## src/rtl/core/rlim_pkg.sv

```systemverilog
`timescale 1ns / 1ps
`default_nettype none
// ----------------------------------------------------------------------------
// rlim_pkg
// Shared constants and types for the per-client fixed-window rate limiter.
// ----------------------------------------------------------------------------
package rlim_pkg;

    // table geometry
    localparam int TABLE_ENTRIES = 20;
    localparam int IDX_W         = (TABLE_ENTRIES > 1) ? $clog2(TABLE_ENTRIES) : 1;

    // field widths
    localparam int ADDR_W  = 32;
    localparam int MS_W    = 32;
    localparam int COUNT_W = 16;
    localparam int CFG_W   = 32;
    localparam int CFG_IDX_W = 2;

    // register reset values
    localparam logic [MS_W-1:0]    WINDOW_MS_RST    = 32'd60000;
    localparam logic [COUNT_W-1:0] MAX_REQUESTS_RST = 16'd60;
    localparam logic [COUNT_W-1:0] COUNT_SAT        = {COUNT_W{1'b1}};

    // register indexes
    typedef enum logic [CFG_IDX_W-1:0] {
        REG_LIMIT_ENABLE = 2'd0,
        REG_WINDOW_MS    = 2'd1,
        REG_MAX_REQUESTS = 2'd2
    } cfg_reg_t;

    // one table entry as stored in the RAM
    typedef struct packed {
        logic [ADDR_W-1:0]  addr;
        logic [MS_W-1:0]    win_start;
        logic [COUNT_W-1:0] count;
    } entry_t;

    localparam int ENTRY_W = $bits(entry_t);

endpackage : rlim_pkg
`default_nettype wire

```

## src/rtl/core/rlim_if.sv

```systemverilog
`timescale 1ns / 1ps
`default_nettype none
// ----------------------------------------------------------------------------
// rlim_req_if / rlim_resp_if
// Valid/ready channels carrying request and result words.
// ----------------------------------------------------------------------------
interface rlim_req_if;
    logic        valid;
    logic        ready;
    logic [31:0] client_ip;
    logic [31:0] now_ms;

    modport source (output valid, output client_ip, output now_ms, input ready);
    modport sink   (input valid, input client_ip, input now_ms, output ready);
endinterface : rlim_req_if

interface rlim_resp_if;
    logic valid;
    logic ready;
    logic allowed;
    logic first_over_limit;

    modport source (output valid, output allowed, output first_over_limit, input ready);
    modport sink   (input valid, input allowed, input first_over_limit, output ready);
endinterface : rlim_resp_if
`default_nettype wire

```

## src/rtl/core/rlim_ram.sv

```systemverilog
`timescale 1ns / 1ps
`default_nettype none
// ----------------------------------------------------------------------------
// rlim_ram
// Generic single-write, single-read RAM with a registered read port.
// ----------------------------------------------------------------------------
module rlim_ram #(
    parameter int WIDTH = 8,
    parameter int DEPTH = 16
) (
    input  wire logic                                         clk,
    input  wire logic                                         we,
    input  wire logic [((DEPTH > 1) ? $clog2(DEPTH) : 1)-1:0] waddr,
    input  wire logic [WIDTH-1:0]                             wdata,
    input  wire logic                                         re,
    input  wire logic [((DEPTH > 1) ? $clog2(DEPTH) : 1)-1:0] raddr,
    output logic      [WIDTH-1:0]                             rdata
);

    logic [WIDTH-1:0] mem [DEPTH];

    // write port and registered read port
    always_ff @(posedge clk)
    begin
        if (we)
        begin
            mem[waddr] <= wdata;
        end
        if (re)
        begin
            rdata <= mem[raddr];
        end
    end

endmodule : rlim_ram
`default_nettype wire

```

## src/rtl/core/per_client_fixed_window_rate_limiter.sv

```systemverilog
`timescale 1ns / 1ps
`default_nettype none
// ----------------------------------------------------------------------------
// per_client_fixed_window_rate_limiter
// Looks up the client in a table of address, window start and count, and
// allows or denies the request word against a fixed window limit.
// ----------------------------------------------------------------------------
//  channel | dir | payload                       | accepted when
//  req     | in  | client_ip[32], now_ms[32]     | req.valid & req.ready
//  resp    | out | allowed, first_over_limit     | resp.valid & resp.ready
//  cfg     | in  | cfg_index[2], cfg_data[32]    | cfg_wr_en
//
//  Scan: each request walks the table RAM, one entry read per cycle, until the
//  client is found or the last entry is checked; disabled requests skip it.
//  Reset: control and config registers take reset values; per-entry valid
//  bits clear the table at once, an entry not yet written reads as all zero.
//  Stalls: req.ready is high only between requests; a result waiting in the
//  output register holds the write-back of the next request until taken.
// ----------------------------------------------------------------------------
module per_client_fixed_window_rate_limiter (
    input  wire logic                       clk,
    input  wire logic                       rst_n,
    rlim_req_if.sink                        req,
    rlim_resp_if.source                     resp,
    input  wire logic                       cfg_wr_en,
    input  wire logic [rlim_pkg::CFG_IDX_W-1:0] cfg_index,
    input  wire logic [rlim_pkg::CFG_W-1:0] cfg_data
);
    import rlim_pkg::*;

    typedef enum logic [1:0] {
        ST_IDLE,
        ST_SCAN,
        ST_UPDATE
    } state_t;

    localparam logic [IDX_W-1:0] LAST_IDX = IDX_W'(TABLE_ENTRIES - 1);

    // configuration registers
    logic                 limit_enable_reg;
    logic [MS_W-1:0]      window_ms_reg;
    logic [COUNT_W-1:0]   max_requests_reg;

    // control
    state_t               state_reg, state_next;
    logic [IDX_W-1:0]     issue_reg, issue_next;
    logic                 issue_done_reg, issue_done_next;
    logic                 pend_reg, pend_next;
    logic [IDX_W-1:0]     chk_reg, chk_next;
    logic                 found_reg, found_next;
    logic                 dis_reg, dis_next;
    logic [TABLE_ENTRIES-1:0] valid_reg, valid_next;
    logic                 out_valid_reg, out_valid_next;
    logic                 allowed_reg, allowed_next;
    logic                 first_reg, first_next;

    // item payload
    logic [ADDR_W-1:0]    ip_reg, ip_next;
    logic [MS_W-1:0]      now_reg, now_next;
    logic [MS_W-1:0]      least_reg, least_next;
    logic [IDX_W-1:0]     victim_reg, victim_next;
    logic [IDX_W-1:0]     hit_reg, hit_next;
    logic [MS_W-1:0]      hit_time_reg, hit_time_next;
    logic [COUNT_W-1:0]   hit_count_reg, hit_count_next;

    // RAM port signals
    logic                 ram_we;
    logic [IDX_W-1:0]     ram_waddr;
    entry_t               ram_wdata;
    logic                 ram_re;
    logic [ENTRY_W-1:0]   ram_rdata;
    entry_t               rd_entry;

    // update path
    logic [MS_W-1:0]      elapsed;
    logic                 expired;
    logic [COUNT_W-1:0]   after;
    logic                 deny;
    logic                 first_hit;
    logic                 fire;

    rlim_ram #(
        .WIDTH (ENTRY_W),
        .DEPTH (TABLE_ENTRIES)
    ) u_table (
        .clk   (clk),
        .we    (ram_we),
        .waddr (ram_waddr),
        .wdata (ram_wdata),
        .re    (ram_re),
        .raddr (issue_reg),
        .rdata (ram_rdata)
    );

    assign req.ready        = (state_reg == ST_IDLE);
    assign resp.valid       = out_valid_reg;
    assign resp.allowed     = allowed_reg;
    assign resp.first_over_limit = first_reg;

    // mask entries never written to the cleared value
    assign rd_entry = valid_reg[chk_reg] ? entry_t'(ram_rdata) : '0;
    assign ram_re   = (state_reg == ST_SCAN) && !issue_done_reg;

    // decide the update for a found or missing client
    assign elapsed   = now_reg - hit_time_reg;
    assign expired   = elapsed > window_ms_reg;
    assign after     = (hit_count_reg == COUNT_SAT) ? hit_count_reg : hit_count_reg + 1'b1;
    assign deny      = found_reg && !expired && (after > max_requests_reg);
    assign first_hit = deny && (hit_count_reg != COUNT_SAT)
                       && ({1'b0, after} == ({1'b0, max_requests_reg} + 17'd1));
    assign fire      = (state_reg == ST_UPDATE) && (!out_valid_reg || resp.ready);

    always_comb
    begin
        ram_we    = fire && !dis_reg;
        ram_waddr = found_reg ? hit_reg : victim_reg;
        ram_wdata.addr      = ip_reg;
        ram_wdata.win_start = now_reg;
        ram_wdata.count     = 16'd1;
        if (found_reg && !expired)
        begin
            ram_wdata.win_start = hit_time_reg;
            ram_wdata.count     = after;
        end
    end

    always_comb
    begin
        state_next      = state_reg;
        issue_next      = issue_reg;
        issue_done_next = issue_done_reg;
        pend_next       = ram_re;
        chk_next        = issue_reg;
        found_next      = found_reg;
        dis_next        = dis_reg;
        valid_next      = valid_reg;
        out_valid_next  = out_valid_reg;
        allowed_next    = allowed_reg;
        first_next      = first_reg;
        ip_next         = ip_reg;
        now_next        = now_reg;
        least_next      = least_reg;
        victim_next     = victim_reg;
        hit_next        = hit_reg;
        hit_time_next   = hit_time_reg;
        hit_count_next  = hit_count_reg;

        // drop the result once taken
        if (out_valid_reg && resp.ready)
        begin
            out_valid_next = 1'b0;
        end

        case (state_reg)
            ST_IDLE:
            begin
                if (req.valid)
                begin
                    ip_next         = req.client_ip;
                    now_next        = req.now_ms;
                    least_next      = req.now_ms;
                    victim_next     = '0;
                    found_next      = 1'b0;
                    dis_next        = !limit_enable_reg;
                    issue_next      = '0;
                    issue_done_next = 1'b0;
                    state_next      = limit_enable_reg ? ST_SCAN : ST_UPDATE;
                end
            end
            ST_SCAN:
            begin
                // advance the read pointer
                if (ram_re)
                begin
                    if (issue_reg == LAST_IDX)
                    begin
                        issue_done_next = 1'b1;
                    end
                    else
                    begin
                        issue_next = issue_reg + 1'b1;
                    end
                end
                // check the entry read last cycle
                if (pend_reg)
                begin
                    if (rd_entry.addr == ip_reg)
                    begin
                        found_next     = 1'b1;
                        hit_next       = chk_reg;
                        hit_time_next  = rd_entry.win_start;
                        hit_count_next = rd_entry.count;
                        state_next     = ST_UPDATE;
                    end
                    else
                    begin
                        if (rd_entry.win_start < least_reg)
                        begin
                            least_next  = rd_entry.win_start;
                            victim_next = chk_reg;
                        end
                        if (chk_reg == LAST_IDX)
                        begin
                            state_next = ST_UPDATE;
                        end
                    end
                end
            end
            ST_UPDATE:
            begin
                // write back and present the result
                if (fire)
                begin
                    out_valid_next = 1'b1;
                    allowed_next   = dis_reg || !deny;
                    first_next     = !dis_reg && first_hit;
                    if (!dis_reg)
                    begin
                        valid_next[ram_waddr] = 1'b1;
                    end
                    state_next = ST_IDLE;
                end
            end
            default:
            begin
                state_next = ST_IDLE;
            end
        endcase
    end

    // hold state, configuration and registered outputs
    always_ff @(posedge clk or negedge rst_n)
    begin
        if (!rst_n)
        begin
            state_reg        <= ST_IDLE;
            issue_reg        <= '0;
            issue_done_reg   <= 1'b0;
            pend_reg         <= 1'b0;
            chk_reg          <= '0;
            found_reg        <= 1'b0;
            dis_reg          <= 1'b0;
            valid_reg        <= '0;
            out_valid_reg    <= 1'b0;
            allowed_reg      <= 1'b0;
            first_reg        <= 1'b0;
            limit_enable_reg <= 1'b1;
            window_ms_reg    <= WINDOW_MS_RST;
            max_requests_reg <= MAX_REQUESTS_RST;
        end
        else
        begin
            state_reg      <= state_next;
            issue_reg      <= issue_next;
            issue_done_reg <= issue_done_next;
            pend_reg       <= pend_next;
            chk_reg        <= chk_next;
            found_reg      <= found_next;
            dis_reg        <= dis_next;
            valid_reg      <= valid_next;
            out_valid_reg  <= out_valid_next;
            allowed_reg    <= allowed_next;
            first_reg      <= first_next;
            if (cfg_wr_en)
            begin
                case (cfg_reg_t'(cfg_index))
                    REG_LIMIT_ENABLE: limit_enable_reg <= cfg_data[0];
                    REG_WINDOW_MS:    window_ms_reg    <= cfg_data;
                    REG_MAX_REQUESTS: max_requests_reg <= cfg_data[COUNT_W-1:0];
                    default:          ;
                endcase
            end
        end
    end

    // item payload, no reset
    always_ff @(posedge clk)
    begin
        ip_reg        <= ip_next;
        now_reg       <= now_next;
        least_reg     <= least_next;
        victim_reg    <= victim_next;
        hit_reg       <= hit_next;
        hit_time_reg  <= hit_time_next;
        hit_count_reg <= hit_count_next;
    end

    // checks
    a_write_in_update: assert property (@(posedge clk) disable iff (!rst_n)
        ram_we |-> (state_reg == ST_UPDATE))
        else $error("table written outside update");

    a_accept_leaves_idle: assert property (@(posedge clk) disable iff (!rst_n)
        (req.valid && req.ready) |=> (state_reg != ST_IDLE))
        else $error("accepted request did not start");

    a_fire_gives_result: assert property (@(posedge clk) disable iff (!rst_n)
        fire |=> (out_valid_reg && (state_reg == ST_IDLE)))
        else $error("update did not present a result");

    a_check_in_range: assert property (@(posedge clk) disable iff (!rst_n)
        pend_reg |-> (chk_reg <= LAST_IDX))
        else $error("scan index out of range");

    a_deny_needs_hit: assert property (@(posedge clk) disable iff (!rst_n)
        (fire && !allowed_next) |-> (found_reg && !dis_reg))
        else $error("denial without a matching entry");

endmodule : per_client_fixed_window_rate_limiter
`default_nettype wire
```

## src/flat_wrapper.sv

```systemverilog
// flat-port wrapper written by rule: the top's interface ports become plain ports
module per_client_fixed_window_rate_limiter_flat import rlim_pkg::*;
  (clk, rst_n, cfg_wr_en, cfg_index, cfg_data, req_valid, req_client_ip, req_now_ms, req_ready, resp_valid, resp_allowed, resp_first_over_limit, resp_ready);
  rlim_req_if req_i ();
  rlim_resp_if resp_i ();
  input  wire logic clk;
  input  wire logic rst_n;
  input  wire logic cfg_wr_en;
  input  wire logic [rlim_pkg::CFG_IDX_W-1:0] cfg_index;
  input  wire logic [rlim_pkg::CFG_W-1:0] cfg_data;
  input wire logic [$bits(req_i.valid)-1:0] req_valid;
  input wire logic [$bits(req_i.client_ip)-1:0] req_client_ip;
  input wire logic [$bits(req_i.now_ms)-1:0] req_now_ms;
  output wire logic [$bits(req_i.ready)-1:0] req_ready;
  output wire logic [$bits(resp_i.valid)-1:0] resp_valid;
  output wire logic [$bits(resp_i.allowed)-1:0] resp_allowed;
  output wire logic [$bits(resp_i.first_over_limit)-1:0] resp_first_over_limit;
  input wire logic [$bits(resp_i.ready)-1:0] resp_ready;
  assign req_i.valid = req_valid;
  assign req_i.client_ip = req_client_ip;
  assign req_i.now_ms = req_now_ms;
  assign req_ready = req_i.ready;
  assign resp_valid = resp_i.valid;
  assign resp_allowed = resp_i.allowed;
  assign resp_first_over_limit = resp_i.first_over_limit;
  assign resp_i.ready = resp_ready;
  per_client_fixed_window_rate_limiter u_core (.clk(clk), .rst_n(rst_n), .req(req_i), .resp(resp_i), .cfg_wr_en(cfg_wr_en), .cfg_index(cfg_index), .cfg_data(cfg_data));
endmodule
```

## config.mk

```make
export PLATFORM = sky130hd
export DESIGN_NAME = per_client_fixed_window_rate_limiter_flat
export DESIGN_NICKNAME = d
export VERILOG_FILES = /design/src/rtl/core/rlim_pkg.sv /design/src/rtl/core/rlim_if.sv /design/src/rtl/core/rlim_ram.sv /design/src/rtl/core/per_client_fixed_window_rate_limiter.sv /design/src/flat_wrapper.sv
export SDC_FILE = /design/constraint.sdc
export NUM_CORES = 2
export LEC_CHECK = 0
export ABC_AREA = 1
export BUFFER_PORTS_ARGS = -buffer_cell sky130_fd_sc_hd__buf_4
export CAP_MARGIN = 0
export CELL_PAD_IN_SITES_DETAIL_PLACEMENT = 1
export CELL_PAD_IN_SITES_GLOBAL_PLACEMENT = 2
export CORE_UTILIZATION = 48
export DETAILED_ROUTE_END_ITERATION = 8
export PLACE_DENSITY = 0.88
export SETUP_SLACK_MARGIN = 0.2
export SLEW_MARGIN = 40
export SYNTH_ARGS = -nofsm -noshare
export SYNTH_HDL_FRONTEND = slang
export SYNTH_SLANG_ARGS = --single-unit
```

## constraint.sdc

```tcl
create_clock -name clk -period 16.16 [get_ports clk]
set_clock_uncertainty 0.05 [all_clocks]
set_input_delay 3.232 -clock clk [delete_from_list [all_inputs] [get_ports clk]]
set_output_delay 3.232 -clock clk [all_outputs]
set_load 0.02 [all_outputs]
```

==> impl_metrics.toml <==
[yosys]
synthCells = 6055
avgSynthCellArea_sq_um = 12.9
synth_seq_cells = 1922
ys_warn_count = 0
synth_top_area_frac = 0.706
ys_types = 57
synth_edf_count = 1834
synth_area_leaders = "edfxtp_1 (71%), o21ai_0 (6.3%), nor2_1 (4.7%)"
async_reset_ff_frac = 0.0458
synth_ff_type = "edfxtp_1"
syn-num-nets = 6272
synth-seq-area-share = 0.734
netlist_area_sq_um = 78000
yosys.area.top_type = "edfxtp_1"

[clock_tree]
ctsHoldBuffers = 0
clockRootBuffer = "clkbuf_16"
path_clk_slew_ns = 0.06
cts_resized = 0
cts_max_level = 4
cts_setup_buffers = 0
numClockSinks = 1922
insertion_delay_ns = 0.85
tritoncts = "yes"
clock_path_buffers = 3
cts_buffers = 197

[global_route]
antenna_found_initial = 5
grt_pass1_vias = 54350
track_usage = 0.286
grt_overflow_total = 0
grt_first_pass_wirelength_um = 347000
grt_max_degree = 189

[finish]
nNetsFinal = 6336
top_regs = "u_core.u_table.mem (1600), u_core.u_table.rdata (80)"
layout_commonest_cell = "edfxtp_1"
finish.utilization = 0.548
drive_above_1_share = 0.102
largest_register_ffs = 1600
syn_to_final_growth_pct = 13.0
fill_cells = 15891
final_cell_mix = "edfxtp_1 (1834), o21ai_0 (953), nor2_1 (944), nand2_1 (474), o22ai_1 (402)"
top_register = "u_core.u_table.mem"

[die]
die_w_um = 405
die_area_sq_um = 164000
fp-row-count = 147
initial_core_util = 0.485
die_h_um = 405
coreArea_sq_um = 161000
io_pins = 107

[drt]
drcViolationCount = 0
wl_per_cell_um = 28.1
dr.pass1.iters = 6
wl_met2_um = 115000
drt_iter0_drc = 5932
route.met3.wl_um = 19800
highest_layer = "met4"
met1_length_um = 96200
routed_wirelength_um = 237000
num_vias = 52010
vias_per_cell = 6.16
ant_nets = 0

[critical_path]
cpMostUsedCell = "nand3_1"
crit_required_ns = 16.61
max_stage_delay_ns = 0.76
path_cells = "ha_1 > nand2_1 > nor2_1 > a211oi_1 > o21ai_0 > inv_1 > o21ai_0 > nand3_1 > nand3_1 > nand2_1 > o211ai_1 > a21oi_1 > xor2_1 > ha_1 > nand4_1 > nor3_1 > nor4b_2 > nand3_1 > a21oi_2 > inv_2 > buf_6 > o21ai_2"
crit_fanout = 60
slowest_stage = "o21ai_2"
cp_num_buf_inv = 3
cp.arrival_ns = 7.22
critical-path-top-delay-family = "compound AO/OA/AOI/OAI gates"
worstSetupPathType = "flip-flop to flip-flop"
end_kind = "flip-flop"
cp-start-kind = "flip-flop"

[sta]
hold_violations = 0
setup_viol = 0
worst_pin_slew_ns = 0.918
timing.final.crit_share = 0.419
setup_ws_ns = 9.38
fmax_mhz = 148
setup-tns-final_ns = 0
rsz0062_at_grt = "no"
fin_worst_hold_slack_ns = 0.412
maxSlewHeadroom = 0.388
drv_slew = 0
period_needed_ns = 6.78

[place]
dp.final_hpwl_um = 131000
pre_cts_ws_ns = 9.26
place.gp.congestion = 0.831
port_buffers = 106

[power]
powerDensity_nw_per_um2 = 168
leakagePower_nw = 30.3
ir_drop_mv = 0.123

[run_status]
status = "completed"

[job]
cap_violations = 0

[worst_hold_path]
hp-class = "flip-flop to flip-flop"
-- worst reg2reg max path, stage by stage, from the launching register on --
cell and delay, ns:
edfxtp_1 0.40, ha_1 0.37, nand2_1 0.08, nor2_1 0.09, a211oi_1 0.07, o21ai_0 0.61, inv_1 0.14, o21ai_0 0.41
nand3_1 0.14, nand3_1 0.16, nand2_1 0.07, o211ai_1 0.13, a21oi_1 0.13, xor2_1 0.16, ha_1 0.32, nand4_1 0.13
nor3_1 0.22, nor4b_2 0.30, nand3_1 0.14, a21oi_2 0.58, inv_2 0.48, buf_6 0.42, o21ai_2 0.86
-- synthesized netlist by cell type (4+ instances only) --
library cell / count
xnor2_1: 16
inv_1: 286
edfxtp_1: 1834
a21oi_1: 108
dfrtp_1: 76
dfstp_2: 12
or2_2: 17
nand3_1: 57
xor2_2: 8
nand2_4: 8
o21ai_1: 9
a221oi_1: 71
o21ai_0: 980
o22ai_1: 402
nor4_1: 4
clkbuf_1: 303
nand4_1: 19
a211oi_1: 9
nor3_1: 17
buf_2: 22
o221ai_1: 6
o21a_1: 4
nand2_1: 474
buf_1: 23
a31oi_1: 11
a22o_1: 78
nor2_1: 982
xor2_1: 61
ha_1: 113
-- cell type report --
type / count / area, sq um / share of cell area
sequential: 1922 / 57300 / 0.650
multi-input combinational: 3491 / 18700 / 0.212
clock buffer: 241 / 5150 / 0.0584
tap: 2160 / 2700 / 0.0307
timing repair buffer: 218 / 1860 / 0.0211
clock inverter: 119 / 1320 / 0.0150
inverter: 289 / 1110 / 0.0126
antenna: 1 / 2.50 / 0.0000284
-- through the flow --
stage                     total power, mW  std cells  instance area (sq um)
after floorplan                      8.79       6055                  78000
after detailed placement             10.2       8073                  81500
after global placement               9.95       8071                  81200
final                                14.8       8441                  88200
after global routing                 15.4       8441                  88200
after CTS                            14.8       8433                  87900
-- path summary, 6_finish.rpt --
kind	slack, ns	to	cells after the start	from
max	9.38	u_core.u_table.mem[15][41]	22	u_core.now_reg[2]
min	0.41	u_core.hit_reg[4]	0	u_core.chk_reg[4]
max reg2reg	9.38	u_core.u_table.mem[15][41]	22	u_core.now_reg[2]
min reg2reg	0.41	u_core.hit_reg[4]	0	u_core.chk_reg[4]
max in group asynchronous	12.59	u_core.window_ms_reg[26]	2	rst_n
min in group asynchronous	2.34	u_core.valid_reg[16]	1	rst_n
-- cell families (layout without fill, tap and decap cells) --
logic type               after synthesis  count (layout)  synth area share
AO/OA/AOI/OAI                       1693            1693             0.124
XOR/XNOR                              85              85            0.0103
adder cells (fa/ha/maj)              114             114            0.0184
buffers and inverters                642             867            0.0318
flip-flops                          1922            1922             0.734
multiplexers                           1               1          0.000128
other                                  0               1                 0
AND/OR/NAND/NOR                     1598            1598            0.0813
-- per-layer routing --
metal / global-route usage / up-vias
li1: - / 22354
met2: 0.472 / 2470
met4: 0.0859 / 0
met5: 0 / -
met1: 0.389 / 26766
met3: 0.0460 / 420
-- power by group --
group | switching (mW) | internal, mW
combinational | 2.86 | 1.11
sequential | 0.210 | 6.00
clock | 1.98 | 2.62
total | 5.04 | 9.74
No activity file was read; power rests on OpenSTA's default activity.
